File: src/rtl/bth_pkg.sv
// shared types and constants for the block transition histogram
// no dependencies; compiled first
`timescale 1ns / 1ps

package bth_pkg;

  // defaults for the top-level parameters
  localparam int MAX_BLOCK_BITS_DEF = 4;
  localparam int COUNT_WIDTH_DEF    = 16;

  // fixed widths of the channel fields and the size register
  localparam int BLOCK_FIELD_W = 4;
  localparam int COUNT_FIELD_W = 16;
  localparam int SIZE_W        = 3;

  // reset value of the block size register
  localparam logic [SIZE_W-1:0] SIZE_RESET = SIZE_W'(1);

  // operation carried by an input beat
  typedef enum logic {
    FUNC_PUSH = 1'b0,
    FUNC_READ = 1'b1
  } func_t;

  // counter store request issued by the assembler
  typedef struct packed {
    logic valid;
    logic is_read;
  } mem_req_t;

endpackage

File: src/rtl/bth_in_if.sv
// input channel of the block transition histogram: valid/ready plus payload
// depends on bth_pkg
`timescale 1ns / 1ps

interface bth_in_if;
  import bth_pkg::*;

  logic                     valid;
  logic                     ready;
  func_t                    func;
  logic                     cell_bit;
  logic [BLOCK_FIELD_W-1:0] from_block;
  logic [BLOCK_FIELD_W-1:0] to_block;

  modport source (output valid, func, cell_bit, from_block, to_block, input ready);
  modport sink   (input valid, func, cell_bit, from_block, to_block, output ready);
endinterface

File: src/rtl/bth_out_if.sv
// result channel of the block transition histogram: valid/ready plus payload
// depends on bth_pkg
`timescale 1ns / 1ps

interface bth_out_if;
  import bth_pkg::*;

  logic                     valid;
  logic                     ready;
  logic [COUNT_FIELD_W-1:0] count;
  logic                     is_saturated;

  modport source (output valid, count, is_saturated, input ready);
  modport sink   (input valid, count, is_saturated, output ready);
endinterface

File: src/rtl/bth_assembler.sv
// packs pushed cell bits into blocks, tracks the previous block and
// issues counter store requests; depends on bth_pkg
`timescale 1ns / 1ps

module bth_assembler #(
  parameter int MAX_BLOCK_BITS = bth_pkg::MAX_BLOCK_BITS_DEF
) (
  input  logic                              clk,
  input  logic                              rst_n,
  input  logic                              cfg_wr_en,
  input  logic [bth_pkg::SIZE_W-1:0]        cfg_wr_data,
  input  logic                              accept,
  input  bth_pkg::func_t                    func,
  input  logic                              cell_bit,
  input  logic [bth_pkg::BLOCK_FIELD_W-1:0] from_block,
  input  logic [bth_pkg::BLOCK_FIELD_W-1:0] to_block,
  output bth_pkg::mem_req_t                 req,
  output logic [2*MAX_BLOCK_BITS-1:0]       req_addr
);
  import bth_pkg::*;

  localparam int CNT_W = $clog2(MAX_BLOCK_BITS + 1);
  localparam logic [CNT_W-1:0] MAX_SIZE = CNT_W'(MAX_BLOCK_BITS);

  logic [SIZE_W-1:0]         size_r;
  logic [MAX_BLOCK_BITS-1:0] asm_r, asm_nxt;
  logic [CNT_W-1:0]          cnt_r, cnt_nxt;
  logic [MAX_BLOCK_BITS-1:0] prev_r, prev_nxt;
  logic                      have_prev_r, have_prev_nxt;

  logic [CNT_W-1:0]          eff_size;
  logic [CNT_W-1:0]          cnt_inc;
  logic [MAX_BLOCK_BITS-1:0] asm_shift;
  logic                      block_done;

  // clamp the configured size into 1..MAX_BLOCK_BITS
  always_comb begin
    if (size_r == '0) begin
      eff_size = CNT_W'(1);
    end else if (32'(size_r) > MAX_BLOCK_BITS) begin
      eff_size = MAX_SIZE;
    end else begin
      eff_size = CNT_W'(size_r);
    end
  end

  // shift the new bit in at the lsb, first bit ends up as the msb of the block
  assign asm_shift  = MAX_BLOCK_BITS'({asm_r, cell_bit});
  assign cnt_inc    = cnt_r + CNT_W'(1);
  assign block_done = (cnt_inc >= eff_size);

  // next assembly state and store request
  always_comb begin
    asm_nxt       = asm_r;
    cnt_nxt       = cnt_r;
    prev_nxt      = prev_r;
    have_prev_nxt = have_prev_r;
    req.valid     = 1'b0;
    req.is_read   = 1'b0;
    req_addr      = {MAX_BLOCK_BITS'(from_block), MAX_BLOCK_BITS'(to_block)};
    if (accept) begin
      unique case (func)
        FUNC_READ: begin
          req.valid   = 1'b1;
          req.is_read = 1'b1;
        end
        FUNC_PUSH: begin
          if (block_done) begin
            req.valid     = have_prev_r;
            req_addr      = {prev_r, asm_shift};
            prev_nxt      = asm_shift;
            have_prev_nxt = 1'b1;
            asm_nxt       = '0;
            cnt_nxt       = '0;
          end else begin
            asm_nxt = asm_shift;
            cnt_nxt = cnt_inc;
          end
        end
        default: ;
      endcase
    end
  end

  // state registers; a size write drops the partial block and the history
  always_ff @(posedge clk) begin
    if (!rst_n) begin
      size_r      <= SIZE_RESET;
      asm_r       <= '0;
      cnt_r       <= '0;
      prev_r      <= '0;
      have_prev_r <= 1'b0;
    end else if (cfg_wr_en) begin
      size_r      <= cfg_wr_data;
      asm_r       <= '0;
      cnt_r       <= '0;
      have_prev_r <= 1'b0;
    end else begin
      asm_r       <= asm_nxt;
      cnt_r       <= cnt_nxt;
      prev_r      <= prev_nxt;
      have_prev_r <= have_prev_nxt;
    end
  end

  // partial block never holds a full block
  a_cnt_below_size: assert property (@(posedge clk) disable iff (!rst_n)
    cnt_r < eff_size)
    else $error("partial bit count reached block size");

  // an increment only follows a completed previous block
  a_inc_has_prev: assert property (@(posedge clk) disable iff (!rst_n)
    (req.valid && !req.is_read) |-> have_prev_r)
    else $error("increment issued without a previous block");

  // effective size always lands in 1..MAX_BLOCK_BITS
  a_size_in_range: assert property (@(posedge clk) disable iff (!rst_n)
    (eff_size != '0) && (eff_size <= MAX_SIZE))
    else $error("effective block size out of range");

endmodule

File: src/rtl/bth_count_mem.sv
// transition counter store: clearing pass, read-modify-write stage with
// forwarding, and the result register; depends on bth_pkg
`timescale 1ns / 1ps

module bth_count_mem #(
  parameter int MAX_BLOCK_BITS = bth_pkg::MAX_BLOCK_BITS_DEF,
  parameter int COUNT_WIDTH    = bth_pkg::COUNT_WIDTH_DEF
) (
  input  logic                              clk,
  input  logic                              rst_n,
  input  bth_pkg::mem_req_t                 req,
  input  logic [2*MAX_BLOCK_BITS-1:0]       req_addr,
  output logic                              accept_ok,
  output logic                              out_valid,
  input  logic                              out_ready,
  output logic [bth_pkg::COUNT_FIELD_W-1:0] out_count,
  output logic                              out_is_saturated
);
  import bth_pkg::*;

  localparam int AW        = 2 * MAX_BLOCK_BITS;
  localparam int MEM_DEPTH = 1 << AW;
  localparam logic [COUNT_WIDTH-1:0] COUNT_MAX = '1;

  logic [COUNT_WIDTH-1:0] mem [MEM_DEPTH];

  logic                   clr_busy_r;
  logic [AW-1:0]          clr_addr_r;
  logic [COUNT_WIDTH-1:0] rd_data_r;

  logic                   s1_valid_r;
  logic                   s1_read_r;
  logic [AW-1:0]          s1_addr_r;
  logic                   wb_valid_r;
  logic [AW-1:0]          wb_addr_r;
  logic [COUNT_WIDTH-1:0] wb_data_r;

  logic                   out_valid_r;
  logic [COUNT_FIELD_W-1:0] out_count_r;
  logic                   out_sat_r;

  logic                   s1_go;
  logic                   s1_wr;
  logic [COUNT_WIDTH-1:0] s1_data;
  logic [COUNT_WIDTH-1:0] s1_inc;
  logic                   mem_we;
  logic [AW-1:0]          mem_wa;
  logic [COUNT_WIDTH-1:0] mem_wd;

  // stage 1 moves on unless a read result has nowhere to go
  assign s1_go     = !s1_read_r || !out_valid_r || out_ready;
  assign s1_wr     = s1_valid_r && !s1_read_r;
  assign accept_ok = !clr_busy_r && (!s1_valid_r || s1_go);

  // last write wins over the value read in the same edge
  assign s1_data = (wb_valid_r && (wb_addr_r == s1_addr_r)) ? wb_data_r : rd_data_r;
  assign s1_inc  = (s1_data == COUNT_MAX) ? s1_data : s1_data + COUNT_WIDTH'(1);

  // write port shared by the clearing pass and the increment stage
  assign mem_we = clr_busy_r || s1_wr;
  assign mem_wa = clr_busy_r ? clr_addr_r : s1_addr_r;
  assign mem_wd = clr_busy_r ? '0 : s1_inc;

  // counter memory, one write and one registered read per cycle
  always_ff @(posedge clk) begin
    if (mem_we) begin
      mem[mem_wa] <= mem_wd;
    end
    if (req.valid) begin
      rd_data_r <= mem[req_addr];
    end
  end

  // clearing pass after reset, one entry per cycle
  always_ff @(posedge clk) begin
    if (!rst_n) begin
      clr_busy_r <= 1'b1;
      clr_addr_r <= '0;
    end else if (clr_busy_r) begin
      clr_addr_r <= clr_addr_r + AW'(1);
      if (clr_addr_r == '1) begin
        clr_busy_r <= 1'b0;
      end
    end
  end

  // stage 1 control
  always_ff @(posedge clk) begin
    if (!rst_n) begin
      s1_valid_r <= 1'b0;
      s1_read_r  <= 1'b0;
    end else if (!s1_valid_r || s1_go) begin
      s1_valid_r <= req.valid;
      s1_read_r  <= req.is_read;
    end
  end

  // stage 1 address, loaded with each new request
  always_ff @(posedge clk) begin
    if (req.valid) begin
      s1_addr_r <= req_addr;
    end
  end

  // forwarding register holds the most recent increment
  always_ff @(posedge clk) begin
    if (!rst_n) begin
      wb_valid_r <= 1'b0;
    end else if (s1_wr) begin
      wb_valid_r <= 1'b1;
    end
  end

  always_ff @(posedge clk) begin
    if (s1_wr) begin
      wb_addr_r <= s1_addr_r;
      wb_data_r <= s1_inc;
    end
  end

  // result register
  always_ff @(posedge clk) begin
    if (!rst_n) begin
      out_valid_r <= 1'b0;
    end else if (s1_valid_r && s1_read_r && s1_go) begin
      out_valid_r <= 1'b1;
    end else if (out_ready) begin
      out_valid_r <= 1'b0;
    end
  end

  always_ff @(posedge clk) begin
    if (s1_valid_r && s1_read_r && s1_go) begin
      out_count_r <= COUNT_FIELD_W'(s1_data);
      out_sat_r   <= (s1_data == COUNT_MAX);
    end
  end

  assign out_valid        = out_valid_r;
  assign out_count        = out_count_r;
  assign out_is_saturated = out_sat_r;

  // no store traffic while the clearing pass runs
  a_idle_during_clear: assert property (@(posedge clk) disable iff (!rst_n)
    clr_busy_r |-> (!s1_valid_r && !req.valid))
    else $error("store access during clearing pass");

  // a request only enters when stage 1 can take it
  a_req_has_room: assert property (@(posedge clk) disable iff (!rst_n)
    req.valid |-> (!s1_valid_r || s1_go))
    else $error("request issued into a stalled stage");

  // a stalled read keeps its place and address
  a_stall_holds: assert property (@(posedge clk) disable iff (!rst_n)
    (s1_valid_r && !s1_go) |=> (s1_valid_r && s1_read_r && $stable(s1_addr_r)))
    else $error("stalled read lost");

endmodule

File: src/rtl/block_transition_histogram_core.sv
// top level of the block transition histogram
// depends on bth_pkg, bth_in_if, bth_out_if, bth_assembler, bth_count_mem
`timescale 1ns / 1ps
//
//  channel   dir  handshake          beat contents
//  in_ch     in   valid/ready        func, cell_bit, from_block, to_block
//  out_ch    out  valid/ready        count, is_saturated (one per read)
//  cfg_*     in   cfg_wr_en only     cfg_wr_data = block_size
//
//  one input beat per cycle when ready; a read passes stage 1, then the result register
//  each completed block but the first since reset or a size write costs one read-modify-write
//  after reset a clearing pass zeroes all 2^(2*MAX_BLOCK_BITS) store entries
//  (256 by default), in_ch.ready low throughout
//  in_ch.ready drops while a read waits behind a full, stalled result register

module block_transition_histogram_core #(
  parameter int MAX_BLOCK_BITS = bth_pkg::MAX_BLOCK_BITS_DEF,
  parameter int COUNT_WIDTH    = bth_pkg::COUNT_WIDTH_DEF
) (
  input  logic                       clk,
  input  logic                       rst_n,
  input  logic                       cfg_wr_en,
  input  logic [bth_pkg::SIZE_W-1:0] cfg_wr_data,
  bth_in_if.sink                     in_ch,
  bth_out_if.source                  out_ch
);
  import bth_pkg::*;

  mem_req_t                    req;
  logic [2*MAX_BLOCK_BITS-1:0] req_addr;
  logic                        accept_ok;
  logic                        accept;

  // input beat accepted
  assign in_ch.ready = accept_ok;
  assign accept      = in_ch.valid && accept_ok;

  bth_assembler #(
    .MAX_BLOCK_BITS (MAX_BLOCK_BITS)
  ) u_asm (
    .clk         (clk),
    .rst_n       (rst_n),
    .cfg_wr_en   (cfg_wr_en),
    .cfg_wr_data (cfg_wr_data),
    .accept      (accept),
    .func        (in_ch.func),
    .cell_bit    (in_ch.cell_bit),
    .from_block  (in_ch.from_block),
    .to_block    (in_ch.to_block),
    .req         (req),
    .req_addr    (req_addr)
  );

  bth_count_mem #(
    .MAX_BLOCK_BITS (MAX_BLOCK_BITS),
    .COUNT_WIDTH    (COUNT_WIDTH)
  ) u_mem (
    .clk              (clk),
    .rst_n            (rst_n),
    .req              (req),
    .req_addr         (req_addr),
    .accept_ok        (accept_ok),
    .out_valid        (out_ch.valid),
    .out_ready        (out_ch.ready),
    .out_count        (out_ch.count),
    .out_is_saturated (out_ch.is_saturated)
  );

endmodule

File: src/flat_wrapper.sv
// flat-port wrapper written by rule: the top's interface ports become plain ports
module block_transition_histogram_core_flat import bth_pkg::*;
#(
  parameter int MAX_BLOCK_BITS = bth_pkg::MAX_BLOCK_BITS_DEF,
  parameter int COUNT_WIDTH    = bth_pkg::COUNT_WIDTH_DEF
)
  (clk, rst_n, cfg_wr_en, cfg_wr_data, in_ch_valid, in_ch_func, in_ch_cell_bit, in_ch_from_block, in_ch_to_block, in_ch_ready, out_ch_valid, out_ch_count, out_ch_is_saturated, out_ch_ready);
  bth_in_if in_ch_i ();
  bth_out_if out_ch_i ();
  input  logic clk;
  input  logic rst_n;
  input  logic cfg_wr_en;
  input  logic [bth_pkg::SIZE_W-1:0] cfg_wr_data;
  input wire logic [$bits(in_ch_i.valid)-1:0] in_ch_valid;
  input wire logic [$bits(in_ch_i.func)-1:0] in_ch_func;
  input wire logic [$bits(in_ch_i.cell_bit)-1:0] in_ch_cell_bit;
  input wire logic [$bits(in_ch_i.from_block)-1:0] in_ch_from_block;
  input wire logic [$bits(in_ch_i.to_block)-1:0] in_ch_to_block;
  output wire logic [$bits(in_ch_i.ready)-1:0] in_ch_ready;
  output wire logic [$bits(out_ch_i.valid)-1:0] out_ch_valid;
  output wire logic [$bits(out_ch_i.count)-1:0] out_ch_count;
  output wire logic [$bits(out_ch_i.is_saturated)-1:0] out_ch_is_saturated;
  input wire logic [$bits(out_ch_i.ready)-1:0] out_ch_ready;
  assign in_ch_i.valid = in_ch_valid;
  assign in_ch_i.func = in_ch_func;
  assign in_ch_i.cell_bit = in_ch_cell_bit;
  assign in_ch_i.from_block = in_ch_from_block;
  assign in_ch_i.to_block = in_ch_to_block;
  assign in_ch_ready = in_ch_i.ready;
  assign out_ch_valid = out_ch_i.valid;
  assign out_ch_count = out_ch_i.count;
  assign out_ch_is_saturated = out_ch_i.is_saturated;
  assign out_ch_i.ready = out_ch_ready;
  block_transition_histogram_core #(.MAX_BLOCK_BITS(MAX_BLOCK_BITS), .COUNT_WIDTH(COUNT_WIDTH)) u_core (.clk(clk), .rst_n(rst_n), .cfg_wr_en(cfg_wr_en), .cfg_wr_data(cfg_wr_data), .in_ch(in_ch_i), .out_ch(out_ch_i));
endmodule
File: config.mk
export PLATFORM = sky130hd
export DESIGN_NAME = block_transition_histogram_core_flat
export DESIGN_NICKNAME = d
export VERILOG_FILES = /design/src/rtl/bth_pkg.sv /design/src/rtl/bth_in_if.sv /design/src/rtl/bth_out_if.sv /design/src/rtl/bth_assembler.sv /design/src/rtl/bth_count_mem.sv /design/src/rtl/block_transition_histogram_core.sv /design/src/flat_wrapper.sv
export SDC_FILE = /design/constraint.sdc
export NUM_CORES = 2
export LEC_CHECK = 0
export BUFFER_PORTS_ARGS = -buffer_cell sky130_fd_sc_hd__buf_2
export CORE_MARGIN = 2
export CORE_UTILIZATION = 60
export DETAILED_ROUTE_END_ITERATION = 10
export GPL_ROUTABILITY_DRIVEN = 0
export PLACE_DENSITY = 0.76
export SKIP_CTS_REPAIR_TIMING = 1
export SYNTH_ARGS = -nofsm -noshare
export SYNTH_HDL_FRONTEND = slang
export SYNTH_HIERARCHICAL = 1
export SYNTH_SLANG_ARGS = --single-unit
File: constraint.sdc
create_clock -name clk -period 20.3 [get_ports clk]
set_input_delay 3.045 -clock clk [delete_from_list [all_inputs] [get_ports clk]]
set_output_delay 3.045 -clock clk [all_outputs]
set_load 0.02 [all_outputs]
==> impl_results.md <==
- Critical path launch point type: input pin
- CTS Sinks: about 4200
- Global Route Usage Sum: between 30% and 40%
- XOR/XNOR share of the synthesized area: less than 1%
- DRT iter0 DRCs: 15310
- Clk buf depth: 4
- Post-synthesis mux area share: 15.24%
- RSZ-0062 raised after global routing: no
- Classification of the worst setup path: input pin to flip-flop
- Pre-CTS WS: around 9.1 ns
- P per Cell Area: around 95 mW/mm^2
- Die area: 0.2742 mm^2
- Slowest-stage cell, CP: nor3_1
- FF-to-FF Start: u_core/u_asm/cnt_r[0]
- # rows: 190
- Die W: approximately 520 um
- Met2 Usage GRT: between 40% and 50%
- CP peak stage delay: between 1 and 1.5 ns
- Share of cells above drive strength 1: about 26%
- Synth async-reset ratio: 0%
- Period utilisation layout: around 52%
- Pre-Repair DR Iteration Count: 9
- Sequential area share after synthesis: 77.47%
- Layout Skew: ~0.074 ns
- DR DRC count: 0
- ANT nets after route: 0
- Largest net degree at the start of global routing: 209
- WL/cell: around 39 um
- Max FO, Critical Path: 72
- Via/cell ratio: 7.214
- Synth Net Count: between 7000 and 8000
- Slew Viols, Final: 85
- Fin Setup TNS: 0 ns
- Cell variety after synth: 90
- Worst relative slew slack: -8.979%
- Most frequent CP cell: buf_4
- Vias in the first global route: just over 80000
- Reg2reg setup slack: 11.24 ns
- Adder-Cell Fraction of Synth Area: 0.04634%
- Fmax: ~0.094 GHz
- Cells along the critical path: buf_2 -> nand2b_1 -> nor2_1 -> nor2_1 -> and2_1 -> nor2b_1 -> nand2b_1 -> mux2_8 -> buf_4 -> buf_4 -> buf_4 -> buf_4 -> mux4_2 -> mux2i_1 -> o221ai_1 -> nor3_1 -> nor4_1
- Layout Cells excl Fill: around 12000
- Crit path DAT: 11.24 ns
- Initial antenna violation count: 26
- Overflow after GRT: 0
- Final Net Count: about 8000
- Top cell type's share of synthesized area: about 77%
- Area leader, netlist: edfxtp_1
- Worst setup margin: 9.686 ns
- Die height: between 500 and 600 um
- Clock Latency Late Sink: between 0.9 and 1 ns
- Max_cap viols: 1
- TritonCTS Buffers: around 400
- Cells after synthesis: 7540
- Mean Syn Cell Area: 21.48 um^2
- Setup violators final: 0
- Crit path to: u_core/u_mem/rd_data_r[5]
- Tmin final: 10.61 ns
- TritonCTS clock tree: done
- Peak VDD IR: ~0.084 mV
- Synth-to-Final Area Change: 11.18%
- Clk root buf: clkbuf_16
- Failing checks: capacitance limit, slew limit
- Met1 Track Usage GR: 45.52%
- Crit path required time: 20.92 ns
- Ports: 37
- EDFF count, synth: between 4000 and 5000
- Synth Area in Compound Gates: 2.806%
- Core area: between 0.2 and 0.3 mm^2
- Post-synthesis sequential element count: roughly 4200
- Top FF cell, synth: edfxtp_1
- Status: complete, but fails checks
- Leak pwr: between 0.04 and 0.05 uW
- Worst r2r path cells: 16
- Ranking of synthesized cells by area: edfxtp_1 77%, mux4_2 13%, mux2i_1 1.8%
- DR vias: approximately 85000
- Ys Warns: 6
- Critical path endpoint category: flip-flop
- Placed insts: around 11000
- Clk pin slew, worst setup/hold paths: about 0.060 ns
- Layout fillers: between 15000 and 20000
- Hold/Removal Path Class: flip-flop to flip-flop
- Mapped Area: approximately 0.16 mm^2
- Largest family of logic cells by synthesized area: multiplexers
- Worst-Margin Slew: 1.635 ns
- Number of I/O port buffers: 36
- Cell with the most instances after synthesis: edfxtp_1
- Final Hold Viols: 0
- Critical R2R Capture: u_core/u_mem/rd_data_r[5]
- CTS H-tree depth: 5
- Hold wc startpoint: u_core/u_asm/prev_r[1]
- Post-synthesis simple-gate area fraction: about 2.7%
- M3 GR Usage: a little over a tenth
- Worst setup startpoint: out_ch_ready
- Top post-synthesis cells by count: 4161 x edfxtp_1, 931 x mux4_2, 372 x nor2_1, 290 x mux2i_1, 248 x nand2_1
- Post-DP HPWL: around 270000 um
- Top Usage Layer GRT: met2
- Initial Utilization: between 60% and 70%
- Final wirelength: approximately 460000 um
- First-pass GRT wire length: ~640000 um
logic make-up (layout without fill, tap and decap cells):
family	count (synthesis)	after routing
AOI/OAI and AO/OA	653	653
DFF	4188	4188
buffers and inverters	442	1166
other	0	15
muxes	1288	1288
xor gates and xnor gates	26	26
and+or+nand+nor	937	937
adders and majority gates	6	6
state kept, by name (all words and copies together), names as in the netlist, 3 cells and up:
register                 flops
u_core/u_mem/wb_addr_r       8
u_core/u_mem/rd_data_r      16
u_core/u_mem/mem          4096
u_core/u_asm/prev_r          4
u_core/u_mem/s1_addr_r       8
u_core/u_asm/asm_r           3
u_core/u_mem/clr_addr_r      8
u_core/u_mem/out_count      16
u_core/u_asm/size_r          3
u_core/u_asm/cnt_r           3
u_core/u_mem/wb_data_r      16
report_power, final:
group          total (uW)  internal [uW]  switching, uW
Combinational         485            150            336
Clock                7210           4050           3160
Sequential           9380           9370           4.24
through the flow:
stage          power, uW  hold WS (ns)  instance area (um^2)  utilization (%)
3_5_place_dp       10030        0.4503                167600            62.48
6_report           17070        0.4591                180100            67.16
5_1_grt            17420        0.4743                180100            67.15
4_1_cts            17100        0.4589                180000            67.14
3_3_place_gp       10030        0.4440                167500            62.47
2_1_floorplan       9861        0.4306                162000                -
worst min-delay path by stage:
stage	endpoint	slack [ns]	cells past startpoint
6_report	u_core/u_asm/prev_r[1]	0.46	2
5_1_grt	u_core/u_asm/prev_r[3]	0.47	2
4_1_cts	u_core/u_asm/prev_r[1]	0.46	2
3_5_place_dp	u_core/u_asm/prev_r[1]	0.45	2
3_3_place_gp	u_core/u_asm/prev_r[1]	0.44	2
2_1_floorplan	u_core/u_asm/prev_r[0]	0.43	2
final cells by class:
type	count	area (um^2)	area share, %
diodes	15	37.54	0.02084
clock inverters	227	1988	1.104
well taps	3552	4444	2.468
clock buffers	489	10490	5.826
flip-flops and latches	4188	125500	69.68
repair buffers	420	3201	1.777
inverters	30	120.1	0.06669
multi-input cells	2910	34320	19.06
critical path, delay by kind of cell:
kind	cells	cell delay [ns]
buf+inv	5	3.15
simple gates	8	2.58
compound gates	1	0.20
mux	3	2.02
placed cells by master (no fill, tap or decap), drive strengths merged, types with 102 or more instances in the layout:
master	instances
nand2	249
edfxtp	4161
a22oi	111
clkinv	175
nor2	374
buf	420
mux2i	290
clkbuf	489
mux4	935
a21oi	102
per-layer routing:
metal | vias up | wire, um
met5 | - | 302
met4 | 30 | 31430
met3 | 1327 | 72100
met2 | 7583 | 206400
met1 | 43940 | 149600
li1 | 32470 | -
Power figures use the tool's default switching activity.
